[src/sv/tlb_pkg.sv]
package tlb_pkg;

	// Light state: bit 2 marks the shortened twin, bits 1..0 are the phase
	typedef enum logic [2:0] {
		ST_GREEN    = 3'b000,
		ST_YELLOW   = 3'b001,
		ST_RED      = 3'b010,
		ST_BLINK    = 3'b011,
		ST_GREEN_S  = 3'b100,
		ST_YELLOW_S = 3'b101,
		ST_RED_S    = 3'b110,
		ST_BLINK_S  = 3'b111
	} light_t;

	// Phase codes as shown on the result
	localparam logic [1:0] PH_GREEN  = 2'd0;
	localparam logic [1:0] PH_YELLOW = 2'd1;
	localparam logic [1:0] PH_RED    = 2'd2;
	localparam logic [1:0] PH_BLINK  = 2'd3;

	// Configuration register indexes
	localparam logic [2:0] CFG_BUTTON_ENABLE = 3'd0;
	localparam logic [2:0] CFG_RED_SECONDS   = 3'd1;
	localparam logic [2:0] CFG_GREEN_MS      = 3'd2;
	localparam logic [2:0] CFG_YELLOW_MS     = 3'd3;
	localparam logic [2:0] CFG_BLINK_MS      = 3'd4;

	localparam int ELAPSED_W = 20;
	localparam logic [ELAPSED_W-1:0] ELAPSED_MAX = '1;
	localparam logic [ELAPSED_W-1:0] MS_PER_SECOND = 20'd1000;

	// Reset values of the configuration
	localparam logic        RST_BUTTON_ENABLE = 1'b1;
	localparam logic [19:0] RST_RED_MS        = 20'd5000;
	localparam logic [15:0] RST_GREEN_MS      = 16'd5000;
	localparam logic [15:0] RST_YELLOW_MS     = 16'd2000;
	localparam logic [15:0] RST_BLINK_MS      = 16'd3000;

	// Configuration as seen by the state machine
	typedef struct packed {
		logic                 button_enable;
		logic [ELAPSED_W-1:0] red_ms;
		logic [15:0]          green_ms;
		logic [15:0]          yellow_ms;
		logic [15:0]          blink_ms;
	} cfg_t;

endpackage

[src/sv/tlb_cfg.sv]
module tlb_cfg
	import tlb_pkg::*;
(
	input  logic        clk,
	input  logic        arst_n,
	input  logic        cfg_we,
	input  logic [2:0]  cfg_index,
	input  logic [15:0] cfg_wdata,
	output cfg_t        cfg
);

	logic                 button_enable_q;
	logic [ELAPSED_W-1:0] red_ms_q;
	logic [15:0]          green_ms_q;
	logic [15:0]          yellow_ms_q;
	logic [15:0]          blink_ms_q;

	// Store writes; convert red seconds to milliseconds on the way in
	always_ff @(posedge clk or negedge arst_n) begin
		if (!arst_n) begin
			button_enable_q <= RST_BUTTON_ENABLE;
			red_ms_q        <= RST_RED_MS;
			green_ms_q      <= RST_GREEN_MS;
			yellow_ms_q     <= RST_YELLOW_MS;
			blink_ms_q      <= RST_BLINK_MS;
		end else if (cfg_we) begin
			case (cfg_index)
				CFG_BUTTON_ENABLE: button_enable_q <= cfg_wdata[0];
				CFG_RED_SECONDS:   red_ms_q <= ELAPSED_W'(cfg_wdata[9:0]) * MS_PER_SECOND;
				CFG_GREEN_MS:      green_ms_q <= cfg_wdata;
				CFG_YELLOW_MS:     yellow_ms_q <= cfg_wdata;
				CFG_BLINK_MS:      blink_ms_q <= cfg_wdata;
				default: ;
			endcase
		end
	end

	assign cfg.button_enable = button_enable_q;
	assign cfg.red_ms        = red_ms_q;
	assign cfg.green_ms      = green_ms_q;
	assign cfg.yellow_ms     = yellow_ms_q;
	assign cfg.blink_ms      = blink_ms_q;

endmodule

[src/sv/tlb_core.sv]
module tlb_core
	import tlb_pkg::*;
(
	input  logic       clk,
	input  logic       arst_n,
	input  cfg_t       cfg,
	input  logic       s_tvalid,
	output logic       s_tready,
	input  logic       button_pressed,
	output logic       m_tvalid,
	input  logic       m_tready,
	output logic [1:0] phase,
	output logic       shortened
);

	light_t               state_q, state_d;
	logic [ELAPSED_W-1:0] elapsed_q, elapsed_d;
	logic [ELAPSED_W-1:0] elapsed_inc;
	logic [ELAPSED_W-1:0] phase_time;
	logic                 press;
	logic                 accept;
	logic                 out_valid_q;
	logic [1:0]           phase_q, phase_d;
	logic                 shortened_q, shortened_d;

	// Take a new tick whenever the result register is empty or being drained
	assign s_tready = !out_valid_q || m_tready;
	assign accept   = s_tvalid && s_tready;

	// Saturating tick count
	assign elapsed_inc = (elapsed_q == ELAPSED_MAX) ? elapsed_q : elapsed_q + 1'b1;

	// Length of the current phase
	always_comb begin
		case (state_q)
			ST_GREEN, ST_GREEN_S:   phase_time = ELAPSED_W'(cfg.green_ms);
			ST_YELLOW, ST_YELLOW_S: phase_time = ELAPSED_W'(cfg.yellow_ms);
			ST_BLINK, ST_BLINK_S:   phase_time = ELAPSED_W'(cfg.blink_ms);
			ST_RED:                 phase_time = cfg.red_ms;
			ST_RED_S:               phase_time = cfg.red_ms >> 2;
			default:                phase_time = cfg.red_ms;
		endcase
	end

	assign press = button_pressed && cfg.button_enable;

	// Next state: a press in blink, yellow or red shortens without clearing the count, else timed move
	always_comb begin
		state_d   = state_q;
		elapsed_d = elapsed_inc;
		case (state_q)
			ST_BLINK, ST_YELLOW, ST_RED: begin
				if (press) begin
					state_d = light_t'({1'b1, state_q[1:0]});
				end else if (elapsed_inc > phase_time) begin
					case (state_q)
						ST_BLINK:  state_d = ST_YELLOW;
						ST_YELLOW: state_d = ST_RED;
						default:   state_d = ST_GREEN;
					endcase
					elapsed_d = '0;
				end
			end
			default: begin
				if (elapsed_inc > phase_time) begin
					case (state_q)
						ST_GREEN:    state_d = ST_BLINK;
						ST_GREEN_S:  state_d = ST_BLINK_S;
						ST_BLINK_S:  state_d = ST_YELLOW_S;
						ST_YELLOW_S: state_d = ST_RED_S;
						default:     state_d = ST_GREEN;
					endcase
					elapsed_d = '0;
				end
			end
		endcase
	end

	// Outputs: decode the new state into the result fields
	always_comb begin
		case (state_d)
			ST_GREEN, ST_GREEN_S:   phase_d = PH_GREEN;
			ST_YELLOW, ST_YELLOW_S: phase_d = PH_YELLOW;
			ST_RED, ST_RED_S:       phase_d = PH_RED;
			ST_BLINK, ST_BLINK_S:   phase_d = PH_BLINK;
			default:                phase_d = PH_GREEN;
		endcase
		shortened_d = state_d[2];
	end

	// Advance the state on each accepted transaction
	always_ff @(posedge clk or negedge arst_n) begin
		if (!arst_n) begin
			state_q   <= ST_GREEN;
			elapsed_q <= '0;
		end else if (accept) begin
			state_q   <= state_d;
			elapsed_q <= elapsed_d;
		end
	end

	// Result register valid flag
	always_ff @(posedge clk or negedge arst_n) begin
		if (!arst_n) begin
			out_valid_q <= 1'b0;
		end else if (s_tready) begin
			out_valid_q <= s_tvalid;
		end
	end

	// Result payload: load on accept, hold otherwise
	always_ff @(posedge clk) begin
		if (accept) begin
			phase_q     <= phase_d;
			shortened_q <= shortened_d;
		end
	end

	assign m_tvalid  = out_valid_q;
	assign phase     = phase_q;
	assign shortened = shortened_q;

endmodule

[src/sv/traffic_light_button_fsm.sv]
// Traffic light controller with pedestrian button, one tick per transaction.
//
// Input stream (s_*): one transaction is one millisecond tick; s_tdata[0]
// carries the button level. Output stream (m_*): one transaction per tick
// with the light after that tick: m_tdata[1:0] phase (0 green, 1 yellow,
// 2 red, 3 blinking green), m_tdata[2] shortened flag.
// Configuration: cfg_we/cfg_index/cfg_wdata write button_enable, red_seconds,
// green_ms, yellow_ms and blink_ms (indexes 0..4); write only while idle.
//
// The state update for a tick is combinational logic between the state
// registers and the result register. Throughput is one tick per cycle
// while the receiver does not stall.
// Reset puts the light in green, not shortened, clears the elapsed count,
// loads the configuration defaults and empties the result register.
// When the receiver stalls, the result is held in the result register and
// s_tready drops until that result is taken; a tick is taken in the same
// cycle the waiting result leaves.
module traffic_light_button_fsm
	import tlb_pkg::*;
(
	input  logic        clk,
	input  logic        arst_n,
	input  logic        s_tvalid,
	output logic        s_tready,
	input  logic [7:0]  s_tdata,   // [0] button_pressed, [7:1] zero
	output logic        m_tvalid,
	input  logic        m_tready,
	output logic [7:0]  m_tdata,   // [1:0] phase, [2] shortened, [7:3] zero
	input  logic        cfg_we,
	input  logic [2:0]  cfg_index,
	input  logic [15:0] cfg_wdata
);

	cfg_t       cfg;
	logic [1:0] phase;
	logic       shortened;

	tlb_cfg u_cfg (
		.clk       (clk),
		.arst_n    (arst_n),
		.cfg_we    (cfg_we),
		.cfg_index (cfg_index),
		.cfg_wdata (cfg_wdata),
		.cfg       (cfg)
	);

	tlb_core u_core (
		.clk            (clk),
		.arst_n         (arst_n),
		.cfg            (cfg),
		.s_tvalid       (s_tvalid),
		.s_tready       (s_tready),
		.button_pressed (s_tdata[0]),
		.m_tvalid       (m_tvalid),
		.m_tready       (m_tready),
		.phase          (phase),
		.shortened      (shortened)
	);

	assign m_tdata = {5'd0, shortened, phase};

endmodule

[config.mk]
export PLATFORM = sky130hd
export DESIGN_NAME = traffic_light_button_fsm
export DESIGN_NICKNAME = d
export VERILOG_FILES = /design/src/sv/tlb_pkg.sv /design/src/sv/tlb_cfg.sv /design/src/sv/tlb_core.sv /design/src/sv/traffic_light_button_fsm.sv
export SDC_FILE = /design/constraint.sdc
export NUM_CORES = 1
export LEC_CHECK = 0
export ABC_AREA = 1
export BUFFER_PORTS_ARGS = -buffer_cell sky130_fd_sc_hd__buf_2
export CAP_MARGIN = 20
export CORE_ASPECT_RATIO = 0.6
export CORE_MARGIN = 3
export CORE_UTILIZATION = 45
export CTS_BUF_LIST = sky130_fd_sc_hd__clkbuf_4
export CTS_CLUSTER_SIZE = 16
export DETAILED_ROUTE_END_ITERATION = 10
export REMOVE_ABC_BUFFERS = 1
export SYNTH_ARGS = -nofsm -noshare
export SYNTH_HDL_FRONTEND = slang
export SYNTH_HIERARCHICAL = 1
export SYNTH_SLANG_ARGS = --single-unit
export TNS_END_PERCENT = 10
[constraint.sdc]
create_clock -name clk -period 3.27 [get_ports clk]
set_input_delay 0.1635 -clock clk [delete_from_list [all_inputs] [get_ports clk]]
set_output_delay 0.1635 -clock clk [all_outputs]
set_load 0.03 [all_outputs]
==> key figures <==
Die
  • Number of I/O pins: 42
  • Core area: between 15000 and 20000 µm²
  • Die W: 169 µm
  • Initial core utilization: around 47%
  • Die height: 104 µm
  • Area of the die: 17600 µm²
  • Row cnt: 35

Detailed routing
  • DRT iter0 DRCs: around 600
  • DR DRC count: 0
  • Routed Antenna Nets: 0
  • Avg Vias per Cell: 5.02
  • Total Wirelength: a little under 20 mm
  • Routed len/inst: ~15 µm
  • Vias: around 6.3k
  • Initial DRT Pass Iterations: 6

Layout
  • Share of layout cells above drive strength 1: a little over a fifth
  • Final std cells w/o fill: roughly 1.2k
  • Synth-to-layout area growth: 18.7%
  • N_diodes: 0
  • Fin nets: between 1k and 1.5k

STA
  • Worst Skew: ~18 ps
  • RSZ-0062 raised after global routing: yes
  • Max-slew violations: 0
  • Slew HR: 51.2%
  • Slew @ Worst Pin: 727 ps
  • Final setup viols: 0
  • Tcrit/Tclk final: between 90 and 100%
  • Minimum clock period: 3130 ps
  • Hold slack final: around 47 ps
  • Max Freq: between 300 and 400 MHz
  • Hold Violations, Final: 0
  • Setup TNS: 0 ps

Job
  • Maxcap violations: 0

Pwr
  • Leakage: approximately 4.5 nW
  • Peak supply drop: slightly above 0.0003 V
  • Total Power: 6.43 mW
  • Power Internal: 3.38 mW
  • Pwr per Cell Area: 751 nW/µm²
  • Sw frac: 47.4%
  • Sw Pwr: between 3 and 4 mW
  • Clock power frac: between 10% and 20%
  • Sequential Power Share: around a quarter
  • Combinational Power Share: 64.0%

GRT
  • Total gr overflow: 0
  • Initial antenna violation count: 0
  • First-pass GRT wire length: roughly 30 mm
  • Total track usage: between 20 and 25%
  • Largest net degree at the start of global routing: 51
  • Vias in the first global route: roughly 5.6k

Place
  • GPL Wtd Cong: about 0.9
  • Post-DP HPWL: about 15 mm
  • Number of I/O port buffers: 29
  • Placed Cells: between 1k and 1.5k

Critical path
  • Setup CP Type: primary input to register
  • CP most frequent cell: nand2_1
  • Crit path buf inv count: 4
  • Crit path launch type: primary input
  • Critical Path Sink Type: register
  • Req. time, crit path: 3690 ps
  • FF-to-FF End: u_core/elapsed_q[3]
  • WP data arrival: roughly 3600 ps
  • R2R setup slack: 150 ps
  • Critical path's slowest cell: fa_1
  • Worst-path fanout max: 4
  • Crit-path max cell delay: ~560 ps
  • Cell Chain, Critical Path: buf_2, clkinvlp_4, fa_1, fa_1, fa_1, fa_1, inv_1, ha_1, nand2_1, inv_1, nand2_1, nand2_1, nand2_1, nand3_1, nand2_1, nand3_1, nand2_1
  • Cells on worst reg2reg path: 20
  • Reg2Reg Launch Point: u_core/elapsed_q[3]
  • CP top delay family: adder cells

Clock network
  • Clk sink count: 93
  • CTS root buf: clkbuf_4
  • Clk Latency, worst-skew pair: around 470 ps
  • Worst-path clk slew: ~170 ps
  • Bufs on Longest Clock Path: 2
  • H-tree lvl count: 3
  • CTS Buf Count: 9
  • CTS tree: done

Yosys
  • Average size of a mapped cell: 7.81 µm²
  • Synth Area in Adders: between 10% and 20%
  • XOR/XNOR Fraction of Synth Area: under 10%
  • Synth top area share: a little under a quarter
  • Yosys cell types: 46
  • Synth Area in Compound Gates: 11.6%
  • Post-Synth Simple-Gate Area: 23.1%
  • Synth async-reset ratio: about 97%
  • Synth Warn #: 6
  • Post-synth EDFFs: 3
  • Leading cell types by total area after synthesis: dfrtp_1, nand2_1, ha_1
  • Post-Syn Instances: 924
  • Synthesized cell area: 7210 µm²
  • Sequential-to-total area share from yosys stat: 32.9%
  • Largest family of logic cells by synthesized area: simple AND/OR/NAND/NOR gates
  • Post-synthesis mux area share: 0%
  • Number of register bits inferred by synthesis: 93
  • Top cell type by total area after synthesis: dfrtp_1
  • Top_reg_cell synth: dfrtp_1

Min path
  • Hold path endpoint: u_cfg/red_ms_q[12]
  • Hold path start: cfg_index[2]
  • Worst Hold Class: primary input to register
  • Hold depth: 4

Run status
  • Status: finished clean
==> worst max-delay path by stage <==
stage | start | endpoint | slack, ps | depth (start not counted)
6_report | cfg_wdata[3] | u_cfg/red_ms_q[17] | 140 | 17
5_1_grt | u_core/elapsed_q[3] | u_core/elapsed_q[7] | -80 | 19
4_1_cts | u_core/state_q[1] | u_core/elapsed_q[7] | 10 | 22
3_5_place_dp | cfg_wdata[3] | u_cfg/red_ms_q[14] | -420 | 14
3_3_place_gp | cfg_wdata[3] | u_cfg/red_ms_q[11] | -360 | 14
2_1_floorplan | cfg_wdata[4] | u_cfg/red_ms_q[19] | -80 | 15
==> through the flow <==
step	setup slack (ps)	area, µm²	utilization (%)
after floorplan	-84.5	7030	-
after global placement	-363	8050	52.0
after detailed placement	-418	8050	52.0
after CTS	13.0	8310	53.6
after global routing	-77.4	8560	55.2
final	137	8560	55.2
==> state kept, by name, summed over array words and instances, names as in the netlist <==
name                   count
u_core/elapsed_q          20
u_cfg/red_ms_q            17
u_cfg/blink_ms_q          16
u_cfg/green_ms_q          16
u_cfg/yellow_ms_q         16
u_core/state_q             3
u_core/phase               2
u_cfg/button_enable_q      1
u_core/m_tvalid            1
u_core/shortened           1
==> power by group through the flow <==
stage	clock, mW	sequential, mW	combinational [mW]
finish	0.643	1.67	4.11
global route	0.705	1.71	4.60
CTS	0.666	1.67	3.74
detailed placement	0	1.69	3.69
global placement	0	1.69	3.68
floorplan	0	1.69	2.35
==> metal layers <==
metal | wire [µm] | global-route usage, % | up-vias
met5 | 0 | 0 | -
met4 | 147 | 3.38 | 0
met1 | 10700 | 39.0 | 2865
met3 | 1690 | 4.10 | 13
li1 | - | - | 3178
met2 | 6690 | 26.4 | 220
==> timing repair <==
item | in CTS | in global routing
gates resized for setup | 1 | 45
pin swaps | 1 | 7
buffers inserted | 3 | 11
endpoints found under the hold margin | 59 | 0
setup endpoints to repair | 1 | 33
hold buffers | 9 | 0
==> cells in the final DEF, fill, tap and decap left out, types with 9 or more instances in the layout <==
| master | n |
|---|---|
| inv_1 | 144 |
| buf_4 | 93 |
| nand2_1 | 252 |
| o21ai_1 | 18 |
| fa_1 | 29 |
| dlygate4sd3_1 | 9 |
| dfstp_2 | 24 |
| a21oi_1 | 21 |
| o22ai_1 | 16 |
| xor2_1 | 11 |
| nor2_1 | 43 |
| clkbuf_4 | 10 |
| ha_1 | 62 |
| nand2_2 | 9 |
| nor2_2 | 11 |
| dfrtp_1 | 63 |
| xnor2_1 | 9 |
| o21ai_0 | 53 |
| buf_2 | 28 |
| nand3_1 | 37 |
==> cell type report <==
type / instances / area, µm²
inverter: 153 / 586
multi-input combinational: 651 / 4240
clock buffer: 9 / 67.6
tap: 203 / 254
sequential: 93 / 2380
clock inverter: 7 / 75.1
timing repair buffer: 133 / 967
fill: 1456 / 6940
==> worst reg2reg max path: cells and delay by family (launching register included) <==
family	cells	cell delay, ps
fa+ha+maj	1	350
flops	1	430
simple gates	17	2040
buf+inv	2	240
==> cells in the mapped netlist, drive strengths merged (3+ instances only) <==
library cell and instances:
a21oi 21, a221o 3, a221oi 7, buf 24, clkbuf 9, dfrtp 66
dfstp 24, edfxtp 3, fa 29, ha 64, inv 152, nand2 264
nand3 45, nand4 9, nor2 59, nor3 7, o21ai 75, o221ai 5
o22ai 20, o32ai 3, xnor2 9, xor2 11
==> kinds of logic after synthesis <==
group / Yosys count
and+or+nand+nor: 389
buffers and inverters: 186
AOI/OAI and AO/OA: 141
adders and majority gates: 93
DFF: 93
xor gates and xnor gates: 20
other: 2
(Power assumes the default switching activity.)
